`src/rtl/core/ipc_pkg.sv`:
```
package ipc_pkg;

    // Datapath widths of the shared multiply-accumulate unit
    localparam int OPA_W  = 33;
    localparam int OPB_W  = 19;
    localparam int PROD_W = OPA_W + OPB_W;
    localparam int ACC_W  = 56;

    // Sequencer
    localparam int STEP_W    = 5;
    localparam int LAST_STEP = 21;

    // Fixed-point constants
    localparam int DECAY_Q16 = 150733;   // 2.3 in Q2.16
    localparam int FILT_COEF = 9830;     // 0.15 in Q0.16
    localparam int FILT_KEEP = 55706;    // 1 - 0.15 in Q0.16
    localparam int TWO_G_NUM = 39;       // 2g = 39/2
    localparam int ONE_Q16   = 65536;

    // Round-half-up offsets, loaded into the accumulator on clear
    localparam int ROUND_S8  = 128;
    localparam int ROUND_S13 = 4096;
    localparam int ROUND_S16 = 32768;

    typedef enum logic [3:0] {
        A_NONE,
        A_QA,       // quat_x on the x axis, quat_y on the y axis
        A_QW,
        A_DT,
        A_S,
        A_F,
        A_DYN,
        A_V,
        A_P,
        A_A
    } opa_sel_t;

    typedef enum logic [3:0] {
        B_NONE,
        B_QB,       // quat_z
        B_QD,       // quat_y on the x axis, quat_x on the y axis
        B_DECAY,
        B_TWO_G,
        B_FILT_KEEP,
        B_FILT_COEF,
        B_ONE,
        B_K,
        B_DT,
        B_GD,
        B_GP,
        B_GI
    } opb_sel_t;

    typedef enum logic [1:0] {
        BIAS_ZERO,
        BIAS_S8,
        BIAS_S13,
        BIAS_S16
    } bias_sel_t;

    typedef enum logic [3:0] {
        WB_NONE,
        WB_S,
        WB_K,
        WB_DYN,
        WB_F,
        WB_V,
        WB_P,
        WB_A,
        WB_OUT
    } wb_sel_t;

    // One step of the per-axis program
    typedef struct packed {
        opa_sel_t  a;
        opb_sel_t  b;
        logic      mac;
        logic      clr;
        logic      neg;
        logic      neg_y;
        bias_sel_t bias;
        wb_sel_t   wb;
    } uop_t;

    // Control word handed to the MAC unit
    typedef struct packed {
        logic      en;
        logic      clr;
        logic      neg;
        bias_sel_t bias;
    } mac_ctrl_t;

    // Per-axis program. A write-back reads the accumulator once the last multiply of
    // its group has passed the product and accumulator registers; the next group may already be issuing.
    function automatic uop_t uop_at(input logic [STEP_W-1:0] step);
        uop_t u;
        u = '{a: A_NONE, b: B_NONE, mac: 1'b0, clr: 1'b0, neg: 1'b0, neg_y: 1'b0,
              bias: BIAS_ZERO, wb: WB_NONE};
        unique case (step)
            // gravity term s = qa*qb +/- qw*qd
            5'd0:  begin u.a = A_QA; u.b = B_QB; u.mac = 1'b1; u.clr = 1'b1; end
            5'd1:  begin u.a = A_QW; u.b = B_QD; u.mac = 1'b1; u.neg_y = 1'b1; end
            // decay factor k
            5'd2:  begin u.a = A_DT; u.b = B_DECAY; u.mac = 1'b1; u.clr = 1'b1;
                         u.bias = BIAS_S16; end
            5'd3:  begin u.wb = WB_S; end
            5'd4:  begin u.wb = WB_K; u.a = A_S; u.b = B_TWO_G; u.mac = 1'b1;
                         u.clr = 1'b1; u.bias = BIAS_S13; end
            // low-pass filter
            5'd5:  begin u.a = A_F; u.b = B_FILT_KEEP; u.mac = 1'b1; u.clr = 1'b1;
                         u.bias = BIAS_S16; end
            5'd6:  begin u.wb = WB_DYN; end
            5'd7:  begin u.a = A_DYN; u.b = B_FILT_COEF; u.mac = 1'b1; end
            // velocity
            5'd8:  begin u.a = A_V; u.b = B_ONE; u.mac = 1'b1; u.clr = 1'b1;
                         u.bias = BIAS_S16; end
            5'd9:  begin u.wb = WB_F; u.a = A_V; u.b = B_K; u.mac = 1'b1;
                         u.neg = 1'b1; end
            5'd10: begin u.a = A_F; u.b = B_DT; u.mac = 1'b1; end
            // position
            5'd11: begin u.a = A_P; u.b = B_ONE; u.mac = 1'b1; u.clr = 1'b1;
                         u.bias = BIAS_S16; end
            5'd12: begin u.wb = WB_V; u.a = A_P; u.b = B_K; u.mac = 1'b1;
                         u.neg = 1'b1; end
            5'd13: begin u.a = A_V; u.b = B_DT; u.mac = 1'b1; end
            // absement
            5'd14: begin u.a = A_A; u.b = B_ONE; u.mac = 1'b1; u.clr = 1'b1;
                         u.bias = BIAS_S16; end
            5'd15: begin u.wb = WB_P; end
            5'd16: begin u.a = A_P; u.b = B_DT; u.mac = 1'b1; end
            // PID sum
            5'd17: begin u.a = A_V; u.b = B_GD; u.mac = 1'b1; u.clr = 1'b1;
                         u.bias = BIAS_S8; end
            5'd18: begin u.wb = WB_A; u.a = A_P; u.b = B_GP; u.mac = 1'b1; end
            5'd19: begin u.a = A_A; u.b = B_GI; u.mac = 1'b1; end
            5'd21: begin u.wb = WB_OUT; end
            default: ;
        endcase
        return u;
    endfunction

endpackage

```
`src/rtl/core/ipc_mac.sv`:
```
module ipc_mac
    import ipc_pkg::*;
(
    input  logic                    clk,
    input  logic                    rst_n,
    input  mac_ctrl_t               ctrl,
    input  logic signed [OPA_W-1:0] opa,
    input  logic signed [OPB_W-1:0] opb,
    output logic signed [ACC_W-1:0] acc
);

    mac_ctrl_t                 ctrl_reg;
    logic signed [PROD_W-1:0]  prod_reg;
    logic signed [ACC_W-1:0]   acc_reg;
    logic signed [ACC_W-1:0]   acc_next;
    logic signed [ACC_W-1:0]   bias_val;
    logic signed [ACC_W-1:0]   prod_ext;
    logic signed [ACC_W-1:0]   base;

    // Stage 1: multiply, control follows the product
    always_ff @(posedge clk or negedge rst_n)
    begin
        if (!rst_n)
        begin
            ctrl_reg <= '0;
        end
        else
        begin
            ctrl_reg <= ctrl;
        end
    end

    always_ff @(posedge clk)
    begin
        prod_reg <= opa * opb;
        if (ctrl_reg.en)
        begin
            acc_reg <= acc_next;
        end
    end

    // Rounding offset on clear
    always_comb
    begin
        unique case (ctrl_reg.bias)
            BIAS_ZERO: bias_val = '0;
            BIAS_S8:   bias_val = ACC_W'(ROUND_S8);
            BIAS_S13:  bias_val = ACC_W'(ROUND_S13);
            BIAS_S16:  bias_val = ACC_W'(ROUND_S16);
            default:   bias_val = '0;
        endcase
    end

    // Stage 2: accumulate
    always_comb
    begin
        prod_ext = ACC_W'(prod_reg);
        base     = ctrl_reg.clr ? bias_val : acc_reg;
        acc_next = ctrl_reg.neg ? (base - prod_ext) : (base + prod_ext);
    end

    assign acc = acc_reg;

endmodule

```
`src/rtl/core/imu_translation_pid_compensator_unit.sv`:
```
// Each accepted input word goes through two axis passes of 22 steps in the shared
// multiply-accumulate unit, x then y; the result is then loaded into the output
// register once it is free. s_tready is low while an item is in work, so no new
// word is taken before the last result is loaded. A finished result waits in the
// output register while the next word is taken. Reset clears all filter and
// integrator state and loads register defaults (time_step 1311, all gains zero).
module imu_translation_pid_compensator_unit
    import ipc_pkg::*;
(
    input  logic        clk,
    input  logic        rst_n,
    // s_tdata: quat_w[15:0], quat_x[31:16], quat_y[47:32], quat_z[63:48],
    //          accel_x[79:64], accel_y[95:80]
    input  logic        s_tvalid,
    output logic        s_tready,
    input  logic [95:0] s_tdata,
    // m_tdata: correction_x[31:0], correction_y[63:32]
    output logic        m_tvalid,
    input  logic        m_tready,
    output logic [63:0] m_tdata,
    // configuration write channel
    input  logic        cfg_valid,
    output logic        cfg_ready,
    input  logic [3:0]  cfg_index,
    input  logic [15:0] cfg_data
);

    typedef enum logic [1:0] {
        ST_IDLE,
        ST_RUN,
        ST_HOLD
    } state_t;

    typedef enum logic [3:0] {
        CFG_TIME_STEP = 4'd0,
        CFG_GAIN_P    = 4'd1,
        CFG_GAIN_I    = 4'd2,
        CFG_GAIN_D    = 4'd3
    } cfg_idx_t;

    // Clamp a 48-bit value to the signed 32-bit range
    function automatic logic signed [31:0] sat32(input logic signed [47:0] v);
        logic signed [31:0] r;
        if (v[47:31] == {17{v[47]}})
        begin
            r = v[31:0];
        end
        else if (v[47])
        begin
            r = 32'sh8000_0000;
        end
        else
        begin
            r = 32'sh7FFF_FFFF;
        end
        return r;
    endfunction

    state_t                  state_reg;
    logic [STEP_W-1:0]       step_reg;
    logic                    axis_reg;

    // Configuration
    logic [15:0]             time_step_reg;
    logic signed [15:0]      gain_p_reg;
    logic signed [15:0]      gain_i_reg;
    logic signed [15:0]      gain_d_reg;

    // Captured sample
    logic signed [15:0]      quat_w_reg;
    logic signed [15:0]      quat_x_reg;
    logic signed [15:0]      quat_y_reg;
    logic signed [15:0]      quat_z_reg;
    logic signed [15:0]      accel_x_reg;
    logic signed [15:0]      accel_y_reg;

    // Intermediates
    logic signed [OPA_W-1:0] s_reg;
    logic signed [OPB_W-1:0] k_reg;
    logic signed [25:0]      dyn_reg;
    logic signed [31:0]      corr_x_reg;
    logic signed [31:0]      corr_y_reg;

    // Per-axis state, index 0 = x, 1 = y
    logic signed [31:0]      filt_reg [2];
    logic signed [31:0]      vel_reg  [2];
    logic signed [31:0]      pos_reg  [2];
    logic signed [31:0]      abs_reg  [2];

    logic                    m_tvalid_reg;
    logic [63:0]             m_tdata_reg;

    uop_t                    uop;
    mac_ctrl_t               mac_ctrl;
    logic signed [OPA_W-1:0] opa;
    logic signed [OPB_W-1:0] opb;
    logic signed [ACC_W-1:0] acc;

    logic signed [31:0]      wb_q16_next;
    logic signed [31:0]      wb_out_next;
    logic signed [25:0]      dyn_next;
    logic signed [15:0]      accel_sel;
    logic signed [24:0]      grav;
    logic                    out_free;
    logic                    s_accept;

    assign uop       = uop_at(step_reg);
    assign s_tready  = (state_reg == ST_IDLE);
    assign s_accept  = s_tvalid && s_tready;
    assign cfg_ready = 1'b1;
    assign m_tvalid  = m_tvalid_reg;
    assign m_tdata   = m_tdata_reg;
    assign out_free  = !m_tvalid_reg || m_tready;

    // MAC control for the current step
    always_comb
    begin
        mac_ctrl.en   = (state_reg == ST_RUN) && uop.mac;
        mac_ctrl.clr  = uop.clr;
        mac_ctrl.neg  = uop.neg || (uop.neg_y && axis_reg);
        mac_ctrl.bias = uop.bias;
    end

    // Operand A select
    always_comb
    begin
        unique case (uop.a)
            A_QA:    opa = axis_reg ? OPA_W'(quat_y_reg) : OPA_W'(quat_x_reg);
            A_QW:    opa = OPA_W'(quat_w_reg);
            A_DT:    opa = OPA_W'({1'b0, time_step_reg});
            A_S:     opa = s_reg;
            A_F:     opa = OPA_W'(filt_reg[axis_reg]);
            A_DYN:   opa = OPA_W'(dyn_reg);
            A_V:     opa = OPA_W'(vel_reg[axis_reg]);
            A_P:     opa = OPA_W'(pos_reg[axis_reg]);
            A_A:     opa = OPA_W'(abs_reg[axis_reg]);
            default: opa = '0;
        endcase
    end

    // Operand B select
    always_comb
    begin
        unique case (uop.b)
            B_QB:        opb = OPB_W'(quat_z_reg);
            B_QD:        opb = axis_reg ? OPB_W'(quat_x_reg) : OPB_W'(quat_y_reg);
            B_DECAY:     opb = OPB_W'(DECAY_Q16);
            B_TWO_G:     opb = OPB_W'(TWO_G_NUM);
            B_FILT_KEEP: opb = OPB_W'(FILT_KEEP);
            B_FILT_COEF: opb = OPB_W'(FILT_COEF);
            B_ONE:       opb = OPB_W'(ONE_Q16);
            B_K:         opb = k_reg;
            B_DT:        opb = OPB_W'({1'b0, time_step_reg});
            B_GD:        opb = OPB_W'(gain_d_reg);
            B_GP:        opb = OPB_W'(gain_p_reg);
            B_GI:        opb = OPB_W'(gain_i_reg);
            default:     opb = '0;
        endcase
    end

    ipc_mac u_mac (
        .clk   (clk),
        .rst_n (rst_n),
        .ctrl  (mac_ctrl),
        .opa   (opa),
        .opb   (opb),
        .acc   (acc)
    );

    // Write-back values; rounding offsets are already in the accumulator
    always_comb
    begin
        wb_q16_next = sat32({{8{acc[ACC_W-1]}}, acc[ACC_W-1:16]});
        wb_out_next = sat32(acc[ACC_W-1:8]);
        grav        = acc[37:13];
        accel_sel   = axis_reg ? accel_y_reg : accel_x_reg;
        dyn_next    = 26'(signed'({accel_sel, 8'd0})) - 26'(grav);
    end

    // Configuration registers
    always_ff @(posedge clk or negedge rst_n)
    begin
        if (!rst_n)
        begin
            time_step_reg <= 16'd1311;
            gain_p_reg    <= '0;
            gain_i_reg    <= '0;
            gain_d_reg    <= '0;
        end
        else if (cfg_valid && cfg_ready)
        begin
            unique case (cfg_index)
                CFG_TIME_STEP: time_step_reg <= cfg_data;
                CFG_GAIN_P:    gain_p_reg    <= cfg_data;
                CFG_GAIN_I:    gain_i_reg    <= cfg_data;
                CFG_GAIN_D:    gain_d_reg    <= cfg_data;
                default: ;
            endcase
        end
    end

    // Input capture and intermediates
    always_ff @(posedge clk)
    begin
        if (s_accept)
        begin
            quat_w_reg  <= s_tdata[15:0];
            quat_x_reg  <= s_tdata[31:16];
            quat_y_reg  <= s_tdata[47:32];
            quat_z_reg  <= s_tdata[63:48];
            accel_x_reg <= s_tdata[79:64];
            accel_y_reg <= s_tdata[95:80];
        end
        if (state_reg == ST_RUN)
        begin
            unique case (uop.wb)
                WB_S:   s_reg   <= acc[OPA_W-1:0];
                WB_K:   k_reg   <= acc[34:16];
                WB_DYN: dyn_reg <= dyn_next;
                WB_OUT:
                begin
                    if (axis_reg)
                    begin
                        corr_y_reg <= wb_out_next;
                    end
                    else
                    begin
                        corr_x_reg <= wb_out_next;
                    end
                end
                default: ;
            endcase
        end
    end

    // Sequencer, filter and integrator state, output register
    always_ff @(posedge clk or negedge rst_n)
    begin
        if (!rst_n)
        begin
            state_reg    <= ST_IDLE;
            step_reg     <= '0;
            axis_reg     <= 1'b0;
            m_tvalid_reg <= 1'b0;
            m_tdata_reg  <= '0;
            for (int i = 0; i < 2; i++)
            begin
                filt_reg[i] <= '0;
                vel_reg[i]  <= '0;
                pos_reg[i]  <= '0;
                abs_reg[i]  <= '0;
            end
        end
        else
        begin
            // in ST_HOLD the output register is reloaded below
            if (m_tvalid_reg && m_tready && (state_reg != ST_HOLD))
            begin
                m_tvalid_reg <= 1'b0;
            end

            unique case (state_reg)
                ST_IDLE:
                begin
                    if (s_accept)
                    begin
                        state_reg <= ST_RUN;
                        step_reg  <= '0;
                        axis_reg  <= 1'b0;
                    end
                end

                ST_RUN:
                begin
                    unique case (uop.wb)
                        WB_F:    filt_reg[axis_reg] <= wb_q16_next;
                        WB_V:    vel_reg[axis_reg]  <= wb_q16_next;
                        WB_P:    pos_reg[axis_reg]  <= wb_q16_next;
                        WB_A:    abs_reg[axis_reg]  <= wb_q16_next;
                        default: ;
                    endcase
                    if (step_reg == STEP_W'(LAST_STEP))
                    begin
                        step_reg <= '0;
                        axis_reg <= !axis_reg;
                        if (axis_reg)
                        begin
                            state_reg <= ST_HOLD;
                        end
                    end
                    else
                    begin
                        step_reg <= step_reg + 1'b1;
                    end
                end

                ST_HOLD:
                begin
                    if (out_free)
                    begin
                        m_tvalid_reg <= 1'b1;
                        m_tdata_reg  <= {corr_y_reg, corr_x_reg};
                        state_reg    <= ST_IDLE;
                    end
                end

                default: state_reg <= ST_IDLE;
            endcase
        end
    end

endmodule
```
`config.mk`:
```
export PLATFORM = sky130hd
export DESIGN_NAME = imu_translation_pid_compensator_unit
export DESIGN_NICKNAME = d
export VERILOG_FILES = /design/src/rtl/core/ipc_pkg.sv /design/src/rtl/core/ipc_mac.sv /design/src/rtl/core/imu_translation_pid_compensator_unit.sv
export SDC_FILE = /design/constraint.sdc
export NUM_CORES = 2
export LEC_CHECK = 0
export BUFFER_PORTS_ARGS = -buffer_cell sky130_fd_sc_hd__buf_2
export CAP_MARGIN = 20
export CORE_AREA = 2 2 387 236
export DETAILED_ROUTE_END_ITERATION = 10
export DIE_AREA = 0 0 389 238
export HOLD_SLACK_MARGIN = 0.06
export PLACE_DENSITY = 0.81
export SLEW_MARGIN = 20
export SYNTH_ARGS = -nofsm -noshare
export SYNTH_HDL_FRONTEND = slang
export SYNTH_SLANG_ARGS = --single-unit
```
`constraint.sdc`:
```
create_clock -name clk -period 10.35 [get_ports clk]
set_input_delay 1.035 -clock clk [delete_from_list [all_inputs] [get_ports clk]]
set_output_delay 1.035 -clock clk [all_outputs]
set_load 0.1 [all_outputs]
```
==> flow_summary.json <==
{
  "relSlewSlack": 0.259,
  "syn_avg_cell_area_sq_um": 10.3,
  "max_freq_mhz": 99.4,
  "ys.flop_type": "dfrtp_1",
  "gp_congestion": 1.08,
  "synthTopCellsByArea": "fa_1 (21%), dfrtp_1 (17%), edfxtp_1 (16%)",
  "die_area_sq_um": 92600,
  "synth.largest_area_cell": "fa_1",
  "finalCritPeriodShare": 0.972,
  "grt_pass1_wl_um": 272000,
  "die_y_um": 238,
  "core.rowCount": 85,
  "yosysWarnings": 0,
  "ys_types": 113,
  "io_pins": 188,
  "min_path_type": "flip-flop to flip-flop",
  "clockRootBuffer": "clkbuf_16",
  "antenna_found_initial": 10,
  "ant_nets": 0,
  "arrival_ps": 10630,
  "core-area_sq_um": 88900,
  "synth_top_area_share": 0.215,
  "worstMarginPinSlew_ps": 1110,
  "portBuffers": 186,
  "seq_area_frac_synth": 0.350,
  "cts_sinks": 744,
  "yosysMostFrequentCell": "nand2_1",
  "critPathLaunchType": "flip-flop",
  "vias": 43340,
  "skew_ps": 73.6,
  "nNetsFinal": 6620,
  "firstDrtPassIters": 6,
  "route.detailed.drc": 0,
  "crit_top_cell": "fa_1",
  "syn_nets": 6451,
  "clockBufferDepth": 3,
  "setup_viol": 0,
  "outcome": "finished, final reports clean",
  "syn_to_final_growth_pct": 8.99,
  "post_drt_wl_per_cell_um": 26.0,
  "grt_max_degree": 104,
  "grt_pass1_vias": 42621,
  "synthArstFlopShare": 0.535,
  "critPathMaxStageDelay_ps": 620,
  "finalCriticalPeriod_ps": 10070,
  "clk_pin_slew_ps": 70,
  "slew_violations": 0,
  "synth_edf_count": 294,
  "critPathTopFamily": "adder cells",
  "netlist_instances": 5502,
  "synth_seq_cells": 744,
  "end_kind": "flip-flop",
  "syn_area_sq_um": 56600,
  "critPathKind": "flip-flop to flip-flop",
  "die_w_um": 389,
  "required_ps": 10910,
  "cts_tree": "built",
  "start_util": 0.637,
  "hpwl_um": 139000,
  "synth_common_cells": "nand2_1 (822), inv_1 (709), fa_1 (608), dfrtp_1 (391), nor2_1 (340)",
  "hold_viol_final": 0,
  "fin_cells": 6901,
  "overflow": 0,
  "wl_um": 179000,
  "path_buf_inv": 5,
  "dp.cells": 6774,
  "numCtsBuffers": 60,
  "htreeDepth": 2,
  "drt_iter0_markers": 5657,
  "hold_ws_ps": 454,
  "viasPerCell": 6.28,
  "drv_cap": 0,
  "fin_util": 0.694,
  "track_usage": 0.394,
  "drive_gt1_frac": 0.141,
  "critPathMaxFanout": 16,
  "reg2reg_slack_ps": 280,
  "crit_slowest_cell": "fa_1",
  "clock_latency_ps": 690
}
## routing by layer
metal  global-route usage  share of wire  vias up
met5                    0        0.00020        -
met4               0.0902          0.027        6
met3                0.168           0.17      307
met2                0.509           0.38     2997
met1                0.610           0.42    21581
li1                     -              -    18449
## worst paths after layout
kind | endpoint | startpoint | cells past startpoint
setup / recovery | u_mac.prod_reg[46] | step_reg[0] | 32
hold / removal | s_reg[9] | u_mac.acc[9] | 0
setup reg to reg | u_mac.prod_reg[46] | step_reg[0] | 32
hold reg to reg | s_reg[9] | u_mac.acc[9] | 0
max in group asynchronous | m_tdata[0] | rst_n | 3
min in group asynchronous | pos_reg[12] | rst_n | 1
## what timing repair did
action,4_1_cts,5_1_grt
buffers inserted,0,8
resized for setup,0,20
hold buffers,0,0
endpoints found under the setup margin,0,14
## stage by stage
stage | area [sq um] | setup TNS (ps) | setup slack, ps
after global routing | 61700 | -0.861 | -0.861
final | 61700 | 0 | 285
after detailed placement | 59500 | 0 | 154
after floorplan | 56600 | 0 | 1390
after global placement | 59500 | 0 | 194
after CTS | 61500 | 0 | 140
## placed cells by master, fill, tap and decap left out, types with 12 or more instances in the layout
cell type / n
a211o_1: 17
a211oi_1: 16
a21o_1: 52
a21oi_1: 202
a22oi_1: 20
a31oi_1: 20
and2_1: 103
and3_1: 14
buf_12: 14
buf_2: 185
buf_4: 176
clkbuf_16: 60
clkinv_2: 14
dfrtp_1: 388
dfxtp_1: 52
edfxtp_1: 294
fa_1: 607
ha_1: 219
inv_1: 709
mux2_2: 166
mux2i_1: 42
mux4_2: 55
nand2_1: 817
nand2b_1: 42
nand3_1: 37
nand4_1: 31
nor2_1: 337
nor2b_1: 51
nor3_1: 49
nor4_1: 12
o211ai_1: 15
o21a_1: 44
o21ai_0: 265
o21ai_1: 102
o21bai_1: 17
xnor2_1: 133
xor2_1: 38
## final cells by class
| cell class | instances | area, sq um |
|---|---|---|
| multi-input cells | 3777 | 33200 |
| diodes | 4 | 10.0 |
| clock inverters | 33 | 313 |
| flip-flops and latches | 744 | 19800 |
| repair buffers | 377 | 2550 |
| clock buffers | 81 | 1690 |
| well taps | 1174 | 1470 |
| fillers | 6586 | 27200 |
| inverters | 711 | 2670 |
## logic make-up (layout without fill, tap and decap cells)
group           after synthesis  count (layout)  share of synthesized area
simple gates               1600            1600                      0.127
buf+inv                     981            1202                     0.0682
compound gates              913             913                      0.101
fa+ha+maj                   828             828                      0.264
flops                       744             744                      0.350
mux                         264             264                     0.0626
xor+xnor                    171             171                     0.0265
other cells                   1               5                  0.0000662
Power is not shown: default switching activity piles up to over one toggle a cycle in this logic, so the estimate is an artifact.
